$ cat src/hw/rtl/sdt_pkg.sv
`timescale 1ns / 1ps
package sdt_pkg;
  localparam int TABLE_DEPTH = 16;
  localparam int SLOT_W = $clog2(TABLE_DEPTH);
  localparam int OUI_ENTRIES = 31;
  localparam logic [47:0] HOTSPOT_PREFIX = 48'h466C6F636B2D;
  localparam logic [6:0] HOTSPOT_CONF = 7'd80;
  localparam logic [6:0] OUI_CONF = 7'd20;
  localparam logic [6:0] BUMP_LIMIT = 7'd95;
  localparam logic [6:0] BUMP_STEP = 7'd5;
  localparam logic [31:0] STALE_RESET = 32'd60000;
  localparam logic [1:0] LABEL_HOTSPOT = 2'd1;
  localparam logic [1:0] LABEL_OUI = 2'd2;
  // entry payload: addr 48, strength 8, kind 1, label 2, conf 7, time 32
  localparam int ENTRY_W = 98;

  typedef enum logic [1:0] {
    OP_WIFI  = 2'd0,
    OP_BLE   = 2'd1,
    OP_PRUNE = 2'd2,
    OP_READ  = 2'd3
  } op_t;

  typedef enum logic [2:0] {
    ST_IDLE,
    ST_SCAN,
    ST_LAST,
    ST_FETCH,
    ST_WAIT,
    ST_WRITE
  } state_t;

  typedef struct packed {
    logic [47:0] addr;
    logic signed [7:0] strength;
    logic kind;
    logic [1:0] label;
    logic [6:0] conf;
    logic [31:0] stamp;
  } entry_t;

  function automatic logic oui_hit(input logic [23:0] oui);
    logic [23:0] rom [OUI_ENTRIES];
    logic hit;
    rom = '{24'h70C94E, 24'h3C9180, 24'hD8F3BC, 24'h803049, 24'hB83532, 24'h145AFC,
           24'h744CA1, 24'h083A88, 24'h9C2F9D, 24'hC03532, 24'h940853, 24'hE4AAEA,
           24'hF46ADD, 24'hF8A2D6, 24'h24B2B9, 24'h00F48D, 24'hD03957, 24'hE8D0FC,
           24'hE04F43, 24'hB81EA4, 24'h700894, 24'h588E81, 24'hEC1BBD, 24'h3C71BF,
           24'h5800E3, 24'h9035EA, 24'h5C93A2, 24'h646E69, 24'h4827EA, 24'hA4CF12,
           24'h826BF2};
    hit = 1'b0;
    for (int i = 0; i < OUI_ENTRIES; i++) begin
      if (rom[i] == oui) hit = 1'b1;
    end
    return hit;
  endfunction
endpackage

$ cat src/hw/rtl/sdt_ram.sv
`timescale 1ns / 1ps
module sdt_ram #(
  parameter int WIDTH = 8,
  parameter int DEPTH = 16
) (
  input  logic                     clk,
  input  logic                     we,
  input  logic [$clog2(DEPTH)-1:0] waddr,
  input  logic [WIDTH-1:0]         wdata,
  input  logic [$clog2(DEPTH)-1:0] raddr,
  output logic [WIDTH-1:0]         rdata
);
  logic [WIDTH-1:0] mem [DEPTH];

  // write port and registered read port
  always_ff @(posedge clk) begin
    if (we) mem[waddr] <= wdata;
    rdata <= mem[raddr];
  end
endmodule

$ cat src/hw/rtl/signature_detection_table.sv
`timescale 1ns / 1ps
// Channel | Ports                                   | Handshake
// in      | in_operation .. in_slot_select          | start & !busy
// out     | out_matched .. out_last_seen_ms         | out_strobe, one cycle
// cfg     | cfg_we, cfg_wdata (stale_limit_ms)      | cfg_we
// A sighting with a signature scans all slots through the RAM read port, one per
// cycle, then fetches and writes back the chosen slot. A prune scans all slots too;
// a read fetches the selected slot; a sighting without a signature skips the scan.
// Reset (synchronous, rst_n low) clears all used bits and the control state;
// entry RAM contents are undefined until written.
// The receiver cannot stall: results are shown for one cycle only.
module signature_detection_table (
  input  logic              clk,
  input  logic              rst_n,
  input  logic              start,
  output logic              busy,
  input  logic [1:0]        in_operation,
  input  logic [47:0]       in_address,
  input  logic signed [7:0] in_signal_strength,
  input  logic [47:0]       in_ssid_head,
  input  logic [31:0]       in_now_ms,
  input  logic [3:0]        in_slot_select,
  input  logic              cfg_we,
  input  logic [31:0]       cfg_wdata,
  output logic              out_strobe,
  output logic              out_matched,
  output logic [3:0]        out_slot,
  output logic              out_entry_valid,
  output logic [47:0]       out_stored_address,
  output logic signed [7:0] out_best_strength,
  output logic              out_device_kind,
  output logic [1:0]        out_label_code,
  output logic [6:0]        out_confidence,
  output logic [31:0]       out_last_seen_ms
);
  localparam int SW = sdt_pkg::SLOT_W;

  sdt_pkg::state_t state_r, state_nxt;
  logic [31:0] limit_r;
  logic [sdt_pkg::TABLE_DEPTH-1:0] used_r, used_nxt;
  logic [1:0]  op_r;
  logic [47:0] addr_r;
  logic signed [7:0] rssi_r;
  logic [31:0] now_r;
  logic [6:0]  sconf_r;
  logic [1:0]  slabel_r;
  logic [3:0]  sel_r;
  logic [SW-1:0] idx_r, idx_nxt;       // slot being issued to the RAM
  logic [SW-1:0] cmp_r;                // slot whose data arrives now
  logic hit_r, free_r, found_hit, found_free;
  logic [SW-1:0] hit_idx_r, open_idx_r, old_idx_r;
  logic [31:0] old_t_r;
  logic [SW-1:0] tgt_r;

  logic ram_we;
  logic [SW-1:0] ram_raddr, ram_waddr;
  sdt_pkg::entry_t rd, wr;

  logic [SW-1:0] last_idx;
  assign last_idx = SW'(sdt_pkg::TABLE_DEPTH - 1);

  sdt_ram #(.WIDTH(sdt_pkg::ENTRY_W), .DEPTH(sdt_pkg::TABLE_DEPTH)) u_ram (
    .clk(clk), .we(ram_we), .waddr(ram_waddr), .wdata(wr),
    .raddr(ram_raddr), .rdata(rd)
  );

  // signature decode of the incoming transaction
  logic in_hs, in_oui;
  assign in_hs  = (in_operation == sdt_pkg::OP_WIFI) &&
                  (in_ssid_head == sdt_pkg::HOTSPOT_PREFIX);
  assign in_oui = sdt_pkg::oui_hit(in_address[47:24]);

  // merge signature into the fetched or fresh entry
  sdt_pkg::entry_t base;
  always_comb begin
    base = rd;
    if (!hit_r) begin
      base.addr = addr_r;
      base.strength = rssi_r;
      base.kind = 1'b0;
      base.label = 2'd0;
      base.conf = 7'd0;
    end
    wr = base;
    if (sconf_r > base.conf) begin
      wr.kind = 1'b1;
      wr.label = slabel_r;
      wr.conf = sconf_r;
    end else if (sconf_r == base.conf && base.conf < sdt_pkg::BUMP_LIMIT) begin
      wr.conf = base.conf + sdt_pkg::BUMP_STEP;
    end
    if (rssi_r > base.strength) wr.strength = rssi_r;
    wr.stamp = now_r;
  end

  // next state and outputs
  logic out_nxt_strobe, out_nxt_matched, out_nxt_valid;
  logic [3:0] out_nxt_slot;
  sdt_pkg::entry_t out_nxt_e;
  logic live;
  assign live = used_r[cmp_r];

  always_comb begin
    state_nxt = state_r;
    idx_nxt = idx_r;
    used_nxt = used_r;
    ram_raddr = idx_r;
    ram_we = 1'b0;
    ram_waddr = tgt_r;
    out_nxt_strobe = 1'b0;
    out_nxt_matched = 1'b0;
    out_nxt_valid = 1'b0;
    out_nxt_slot = 4'd0;
    out_nxt_e = '0;
    found_hit = hit_r || (live && rd.addr == addr_r);
    found_free = free_r || !live;
    unique case (state_r)
      sdt_pkg::ST_IDLE: begin
        ram_raddr = in_slot_select[SW-1:0];
        idx_nxt = '0;
        if (start) begin
          unique case (in_operation)
            sdt_pkg::OP_WIFI, sdt_pkg::OP_BLE: begin
              if (in_hs || in_oui) begin
                ram_raddr = '0;
                idx_nxt = SW'(1);
                state_nxt = (sdt_pkg::TABLE_DEPTH == 1) ? sdt_pkg::ST_LAST
                                                         : sdt_pkg::ST_SCAN;
              end else begin
                out_nxt_strobe = 1'b1;
              end
            end
            sdt_pkg::OP_PRUNE: begin
              ram_raddr = '0;
              idx_nxt = SW'(1);
              state_nxt = (sdt_pkg::TABLE_DEPTH == 1) ? sdt_pkg::ST_LAST
                                                       : sdt_pkg::ST_SCAN;
            end
            default: state_nxt = sdt_pkg::ST_WAIT;
          endcase
        end
      end
      sdt_pkg::ST_SCAN: begin
        if (idx_r == last_idx) state_nxt = sdt_pkg::ST_LAST;
        else idx_nxt = idx_r + SW'(1);
        if (op_r == sdt_pkg::OP_PRUNE && live &&
            (now_r - rd.stamp) > limit_r) used_nxt[cmp_r] = 1'b0;
      end
      sdt_pkg::ST_LAST: begin
        if (op_r == sdt_pkg::OP_PRUNE) begin
          if (live && (now_r - rd.stamp) > limit_r) used_nxt[cmp_r] = 1'b0;
          out_nxt_strobe = 1'b1;
          state_nxt = sdt_pkg::ST_IDLE;
        end else begin
          state_nxt = sdt_pkg::ST_FETCH;
        end
      end
      sdt_pkg::ST_FETCH: begin
        ram_raddr = tgt_r;
        state_nxt = sdt_pkg::ST_WRITE;
      end
      sdt_pkg::ST_WRITE: begin
        ram_we = 1'b1;
        used_nxt[tgt_r] = 1'b1;
        out_nxt_strobe = 1'b1;
        out_nxt_matched = 1'b1;
        out_nxt_valid = 1'b1;
        out_nxt_slot = 4'(tgt_r);
        out_nxt_e = wr;
        state_nxt = sdt_pkg::ST_IDLE;
      end
      sdt_pkg::ST_WAIT: begin
        // read data for the selected slot is here
        out_nxt_strobe = 1'b1;
        out_nxt_slot = sel_r;
        if ({{(5-SW){1'b0}}, sel_r[SW-1:0]} == {1'b0, sel_r} &&
            32'(sel_r) < sdt_pkg::TABLE_DEPTH && used_r[sel_r[SW-1:0]]) begin
          out_nxt_valid = 1'b1;
          out_nxt_e = rd;
        end
        state_nxt = sdt_pkg::ST_IDLE;
      end
      default: state_nxt = sdt_pkg::ST_IDLE;
    endcase
  end

  // control registers
  always_ff @(posedge clk) begin
    if (!rst_n) begin
      state_r <= sdt_pkg::ST_IDLE;
      used_r <= '0;
      limit_r <= sdt_pkg::STALE_RESET;
      out_strobe <= 1'b0;
    end else begin
      state_r <= state_nxt;
      used_r <= used_nxt;
      out_strobe <= out_nxt_strobe;
      if (cfg_we) limit_r <= cfg_wdata;
    end
  end

  // scan bookkeeping and payload
  always_ff @(posedge clk) begin
    idx_r <= idx_nxt;
    cmp_r <= ram_raddr;
    if (state_r == sdt_pkg::ST_IDLE && start) begin
      op_r <= in_operation;
      addr_r <= in_address;
      rssi_r <= in_signal_strength;
      now_r <= in_now_ms;
      sel_r <= in_slot_select;
      sconf_r <= in_hs ? sdt_pkg::HOTSPOT_CONF : sdt_pkg::OUI_CONF;
      slabel_r <= in_hs ? sdt_pkg::LABEL_HOTSPOT : sdt_pkg::LABEL_OUI;
      hit_r <= 1'b0;
      free_r <= 1'b0;
      old_t_r <= 32'hFFFFFFFF;
      old_idx_r <= '0;
    end else if (state_r == sdt_pkg::ST_SCAN || state_r == sdt_pkg::ST_LAST) begin
      // compare the slot whose data arrived this cycle
      if (!hit_r && live && rd.addr == addr_r) hit_idx_r <= cmp_r;
      if (!free_r && !live) open_idx_r <= cmp_r;
      if (live && rd.stamp < old_t_r) begin
        old_t_r <= rd.stamp;
        old_idx_r <= cmp_r;
      end
      hit_r <= found_hit;
      free_r <= found_free;
    end
    if (state_r == sdt_pkg::ST_LAST)
      tgt_r <= hit_r ? hit_idx_r : free_r ? open_idx_r : old_idx_r;
    if (state_r == sdt_pkg::ST_LAST && !hit_r && live && rd.addr == addr_r)
      tgt_r <= cmp_r;
    else if (state_r == sdt_pkg::ST_LAST && !hit_r && !free_r && !live)
      tgt_r <= cmp_r;
    else if (state_r == sdt_pkg::ST_LAST && !hit_r && !free_r && live &&
             rd.stamp < old_t_r)
      tgt_r <= cmp_r;
    out_matched <= out_nxt_matched;
    out_slot <= out_nxt_slot;
    out_entry_valid <= out_nxt_valid;
    out_stored_address <= out_nxt_e.addr;
    out_best_strength <= out_nxt_e.strength;
    out_device_kind <= out_nxt_e.kind;
    out_label_code <= out_nxt_e.label;
    out_confidence <= out_nxt_e.conf;
    out_last_seen_ms <= out_nxt_e.stamp;
  end

  assign busy = (state_r != sdt_pkg::ST_IDLE);

  // hit on a fresh sighting flag ties to the fetched entry
  logic hit_fetch_r;
  always_ff @(posedge clk) begin
    if (state_r == sdt_pkg::ST_LAST) hit_fetch_r <= found_hit;
  end

  // checks
  a_write_strobe: assert property (@(posedge clk) disable iff (!rst_n)
    ram_we |=> out_strobe && out_matched) else $error("write without result");
  a_busy_nostrobe: assert property (@(posedge clk) disable iff (!rst_n)
    (state_r == sdt_pkg::ST_WRITE) |=> !busy) else $error("write did not finish");
  a_match_valid: assert property (@(posedge clk) disable iff (!rst_n)
    (out_strobe && out_matched) |-> out_entry_valid) else $error("match not valid");
  a_used_set: assert property (@(posedge clk) disable iff (!rst_n)
    ram_we |=> used_r[$past(tgt_r)]) else $error("used bit not set");
  a_fetch_hit: assert property (@(posedge clk) disable iff (!rst_n)
    (state_r == sdt_pkg::ST_WRITE && hit_fetch_r) |-> wr.addr == addr_r)
    else $error("hit address mismatch");
endmodule

$ cat config.mk
export PLATFORM = sky130hd
export DESIGN_NAME = signature_detection_table
export DESIGN_NICKNAME = d
export VERILOG_FILES = /design/src/hw/rtl/sdt_pkg.sv /design/src/hw/rtl/sdt_ram.sv /design/src/hw/rtl/signature_detection_table.sv
export SDC_FILE = /design/constraint.sdc
export NUM_CORES = 2
export LEC_CHECK = 0
export CORE_ASPECT_RATIO = 1.25
export CORE_MARGIN = 2
export CORE_UTILIZATION = 35
export DETAILED_ROUTE_END_ITERATION = 8
export DONT_BUFFER_PORTS = 1
export PLACE_DENSITY = 0.54
export SLEW_MARGIN = 10
export SYNTH_ARGS = -nofsm -noshare
export SYNTH_HDL_FRONTEND = slang
export SYNTH_SLANG_ARGS = --single-unit
$ cat constraint.sdc
create_clock -name clk -period 9.2 [get_ports clk]
set_input_delay 1.38 -clock clk [delete_from_list [all_inputs] [get_ports clk]]
set_output_delay 1.38 -clock clk [all_outputs]
set_load 0.01 [all_outputs]
### After elaboration in Yosys (flattened, before gate mapping)

Memories as Yosys holds them, arrays and structs flattened. A register that Yosys moved wholly into a read port is not among the register bits.
Index checks and enable logic that the tools add are counted.
W data, S select, Z words.

| cells by class | value |
|---|---|
| add/sub/neg operators | 3 |
| order comparisons | 10 |
| equality and inequality tests | 50 |
| muxes and demuxes | 84 |
| bitwise logic cells | 4 |
| reduce and logical (&&, ||, !) cells | 41 |

Operators by type and width:

| kind | number |
|---|---|
| $eq A24 B24 Y1 const A | 17 |
| $pmux W98 S2 | 1 |
| $eq A23 B24 Y1 const A | 8 |
| $mux W98 | 1 |
| $eq A22 B24 Y1 const A | 3 |
| $mux W66 | 1 |
| $eq A48 B47 Y1 const B | 1 |
| $eq A48 B48 Y1 | 1 |
| $mux W16 | 3 |
| $pmux W16 S3 | 1 |
| $mux W1 | 45 |
| $mux W4 | 9 |
| $gt A32 B32 Y1 | 1 |
| $lt A32 B32 Y1 | 1 |
| $pmux W4 S2 | 4 |
| $sub A32 B32 Y32 | 1 |
| $eq A16 B24 Y1 const A | 1 |
| $eq A20 B24 Y1 const A | 1 |
| $eq A21 B24 Y1 const A | 1 |
| $mux W7 | 3 |
| $logic_and A1 B1 Y1 | 20 |
| $and A16 B16 Y16 | 1 |
| $not A16 Y16 | 1 |
| $or A16 B16 Y16 | 1 |
| 37 further kinds | 65 |

| storage, ports and cells | value |
|---|---|
| register bits | 317 |
| bits in writable memories | 1,568 |
| input port bits | 178 |
| output and inout bits | 106 |
| word-level logic and storage cells | 222 |
| memories | 1 |

Memories:

| memory | depth | width | read ports | clocked after Yosys merged registers in | write ports | RTL line | source |
|---|---|---|---|---|---|---|---|
| u_ram.mem | 16 | 98 | 1 | 1 | 1 | sdt_ram.sv:13 | `logic [WIDTH-1:0] mem [DEPTH];` |

### Longest topological paths before layout

| depth | value |
|---|---|
| depth after elaboration | 37 |
| depth in mapped cells | 26 |
| mapped depth without buffers | 26 |

### Modules after synthesis

Synthesis repeated with hierarchy kept, for this count alone.

| second synthesis, totals | value |
|---|---|
| cell total of the unflattened synthesis | 4,186 |
| area total of the unflattened synthesis | 77,431.8 µm² |

By module, submodules not included:

| module | instances | cells an instance | area each (µm²) | seq. area each (µm²) |
|---|---|---|---|---|
| sdt_ram | 1 | 2,510 | 60,518.0 | 49,047.0 |
| signature_detection_table | 1 | 1,676 | 16,913.7 | 7,327.0 |

### Worst setup path after synthesis

No wires, ideal clock.

| path | value |
|---|---|
| path type | flip-flop to flip-flop |
| from | register state_r[2] |
| to | register used_r[0] in the netlist's numbering |
| setup time | 88 ps |
| arrival time | 9,061 ps |
| required time | 9,112 ps |
| slack | 51 ps |
| cell stages (with the launch flop) | 8 |
| path buffers | 2 |
| clock period less this slack | 9,149 ps |
| cell sequence | dfxtp_1 > clkbuf_1 > clkbuf_1 > nor2b_1 > nand2_1 > or3_1 > nor3_1 > o221a_2 |

| between the ends | value |
|---|---|
| longest elaborated chain between the ends | 3 |
| elaborated cells between the ends (all ways) | 9 |
| classes of those cells | eq/ne (6); mux (1); reduce/logical (2) |

RTL lines:

| element | RTL line | source |
|---|---|---|
| start: declaration | signature_detection_table.sv:38 | `sdt_pkg::state_t state_r, state_nxt;` |
| start signal: assignment | signature_detection_table.sv:190 | `state_r <= sdt_pkg::ST_IDLE;` |
| start signal: assignment | signature_detection_table.sv:195 | `state_r <= state_nxt;` |
| $eq A3 B2 Y1, or another cell as far along | signature_detection_table.sv:117 | `unique case (state_r)` |
| $ne A2 B2 Y1 (no line) or $reduce_bool A3 Y1 (tied branches) | - |  |
| $reduce_and A4 Y1 (no line) | - |  |
| end signal: assignment | signature_detection_table.sv:196 | `used_r <= used_nxt;` |
| end: declaration | signature_detection_table.sv:40 | `logic [sdt_pkg::TABLE_DEPTH-1:0] used_r, used_nxt;` |

Parallel ways exist; a longest one is shown, timed or not.
A chain may end at the register's enable or synchronous reset.

### Worst setup path after layout

| path | value |
|---|---|
| from | register now_r[1] |
| to | register used_r[6] in the netlist's numbering |

| between the ends | value |
|---|---|
| longest elaborated chain between the ends | 5 |
| elaborated cells between the ends (all ways) | 7 |
| classes of those cells | add/sub (1); order compare (1); eq/ne (2); reduce/logical (3) |

RTL lines:

| element | RTL line | source |
|---|---|---|
| start: declaration | signature_detection_table.sv:44 | `logic [31:0] now_r;` |
| start signal: assignment | signature_detection_table.sv:210 | `now_r <= in_now_ms;` |
| $sub A32 B32 Y32 * | signature_detection_table.sv:147, signature_detection_table.sv:151 |  |
| $gt A32 B32 Y1 * | signature_detection_table.sv:147, signature_detection_table.sv:151 |  |
| $logic_and A1 B1 Y1 (on tied branches) | signature_detection_table.sv:151, signature_detection_table.sv:146 |  |
| $ne A2 B2 Y1 (no line) | - |  |
| $reduce_and A4 Y1 (no line) * | - |  |

Mark *: on every way between the ends. The rest lies on a longest branch, timed or not.

==> flow_summary.toml <==
[sta]
slew_headroom = 0.2316
tightest_slew_ps = 1150
fin_crit_sh = 0.6938
skew_ps = 77.09
fmax_mhz = 156.7
hold_viol = 0
rsz0062_at_grt = "false"
setup_violations = 0
slew_viol_final = 0
finalCriticalPeriod_ps = 6383
timing.hold.ws_ps = 487.5
finalSetupTns_ps = 0

[yosys]
yosys-top-cells-count = "edfxtp_1 (1680), mux2i_1 (825), nand2_1 (301)"
yosys_warnings = 0
ys_ff_latch = 1976
synthFlopType = "edfxtp_1"
synth_most_common_cell = "edfxtp_1"
synth.avg_cell_area_sq_um = 15.80
synth_area_leaders = "edfxtp_1 (63%), mux2i_1 (10%), dfxtp_1 (7.4%)"
synth.largest_area_cell = "edfxtp_1"
yosysSeqAreaShare = 0.7036
synth_nets = 5358
synthCells = 5072
synth.distinct_cells = 81
async_reset_ff_frac = 0
synthDominantCellAreaShare = 0.6297
synth_edf_count = 1680
syn_area_sq_um = 80120

[cts]
numCtsBuffers = 207
cts_tree = "built"
max-clock-path-buffers = 4
htreeDepth = 4
cts_hold_buf = 0
worstSkewPairLatency_ps = 890
cts.sinks = 1976
root_buffer = "clkbuf_16"
cts_resized = 0
cts_setup_buffers = 0
clkTransAtPathRegs_ps = 60

[floorplan]
fp-row-count = 196
chipHeight_um = 538.9
design.die.area_sq_um = 232800
core_sq_um = 227800
die_width_um = 431.9
start_util = 0.3517
io_pins = 284

[critical_path]
regToRegSetupSlack_ps = 2820
crit_path_max_incr_delay_ps = 760
crit_arrival_ps = 7150
worst_setup_path_start_kind = "flip-flop"
cp_max_fo = 19
worstReg2RegStart = "now_r[1]$_DFFE_PP_"
required_ps = 9970
r2r_cells = 22
cp_slowest_cell = "edfxtp_1"
cp_cell_sequence = "ha_1, nor2b_1, o31a_1, nor3_1, o21ai_0, a21oi_1, o21ai_0, a41oi_1, a21oi_1, xor2_1, ha_1, a21o_1, a21o_1, a21o_1, a21oi_1, nor2b_1, o21ai_0, nand2b_1, a21oi_1, o21ai_0, o211ai_1, o221a_2"
startpoint = "now_r[1]$_DFFE_PP_"
crit_type = "flip-flop to flip-flop"
end_kind = "flip-flop"

[routing]
vias_per_cell = 5.318
wl_um = 217400
drc_errors = 0
via_count = 43820
drt_first_pass_iters = 5
drt.antenna.violating_nets = 0
wire_per_inst_um = 26.39
initialDrtViolationCount = 3517

[place]
gp_congestion = 0.8698
dp_cells = 7849
dp_hpwl_um = 119800
place.port_buffers = 0

[hold_path]
hold_start = "old_t_r[0]$_SDFFE_PP1P_"
hold_class = "flip-flop to flip-flop"
holdPathStages = 2

[final_layout]
final_cells = 8240
drive_above_1_share = 0.1262
syn2layout_area_growth_pct = 12.52
final_nets = 5374

[run]
maxCapViolations = 0

[global_route]
grt_max_degree = 140
antenna_found_initial = 14
grt_usage = 0.1823
grt_pass1_vias = 44220
grt_pass1_wl_um = 313000
grt.overflow.total = 0

[power_and_ir_drop]
power_density_nw_per_um2 = 268.9
leakage_nw = 31.44
irDropWorstVdd_v = 0.0002395
report.power.total_mw = 24.24

[status]
status = "finished clean"
==> where the power goes <==
group / switching (mW) / internal (mW) / total [mW]
Combinational: 3.15 / 2.16 / 5.31
Sequential: 0.507 / 10.3 / 10.8
Clock: 3.50 / 4.67 / 8.17
==> per-stage QoR <==
step | cell area [sq um] | util | setup slack (ps)
floorplan | 80120 | - | 50.59
global placement | 83530 | 0.3666 | 2980
detailed placement | 83530 | 0.3666 | 2963
CTS | 90110 | 0.3955 | 2934
global route | 90140 | 0.3957 | 2388
finish | 90150 | 0.3957 | 2817
==> layout make-up <==
| cell class | instances | area, sq um |
|---|---|---|
| repair buffers | 83 | 760.7 |
| inverters | 119 | 454.2 |
| flip-flops and latches | 1976 | 56380 |
| multi-input cells | 2701 | 22220 |
| well taps | 2970 | 3716 |
| diodes | 16 | 40.04 |
| clock buffers | 284 | 5798 |
| fillers | 20800 | 137700 |
| clock inverters | 91 | 782.0 |
==> cell usage in the layout (no fill, tap or decap), types with 18 or more instances in the layout <==
cell          n
edfxtp_1   1680
mux2i_1     825
nand2_1     300
dfxtp_1     295
mux2_2      221
clkbuf_16   214
o21ai_0     157
inv_1       116
ha_1        107
a22o_1      103
a22oi_1     101
o221ai_1     98
o21ai_1      82
buf_4        72
a21oi_1      66
nor2_1       65
xor2_1       60
nor2b_1      58
clkbuf_1     52
o211ai_1     44
mux2_1       41
clkinv_2     40
nand4_1      38
a21o_1       27
nand3_1      26
nor3_1       25
nor4_1       21
clkinv_1     21
nand2b_1     20
xnor2_1      20
clkbuf_8     18
==> state kept, by name, indices dropped and copies added, names as in the netlist, 7 cells and up <==
| register | cells |
|---|---|
| out_confidence | 7 |
| out_stored_address | 48 |
| addr_r | 48 |
| out_last_seen_ms | 32 |
| u_ram.rdata | 98 |
| used_r | 16 |
| limit_r | 32 |
| old_t_r | 32 |
| u_ram.mem | 1568 |
| out_best_strength | 8 |
| rssi_r | 8 |
| now_r | 32 |
==> path summary, 6_finish.rpt <==
| check | endpoint |
|---|---|
| worst max-delay path | used_r[6]$_SDFFE_PN0P_ |
| worst min-delay path | old_t_r[0]$_SDFFE_PP1P_ |
| worst max register to register | used_r[6]$_SDFFE_PN0P_ |
| worst min register to register | old_t_r[0]$_SDFFE_PP1P_ |
==> cells by family after synthesis <==
group	Yosys count	share of synthesized area
buffers and inverters	395	0.02119
flip-flops	1976	0.7036
multiplexers	1097	0.1427
adder cells (fa/ha/maj)	108	0.01696
AO/OA/AOI/OAI	751	0.06484
AND/OR/NAND/NOR	665	0.04193
XOR/XNOR	80	0.008745
==> metal layers <==
metal / vias up / wire length, um / track usage / share of wire
met5: - / 13 / 0 / 0.000060
met4: 2 / 5429 / 0.05077 / 0.025
met3: 318 / 10020 / 0.02555 / 0.046
met2: 1158 / 108400 / 0.3120 / 0.50
met1: 22640 / 93550 / 0.2406 / 0.43
li1: 19700 / - / - / -
==> critical path: cells and delay by family, from the launching register on <==
| kind | cells | cell delay (ps) |
|---|---|---|
| flops | 1 | 760 |
| xor+xnor | 1 | 190 |
| fa+ha+maj | 2 | 650 |
| simple gates | 4 | 560 |
| compound gates | 15 | 4170 |
(Power assumes the default switching activity.)
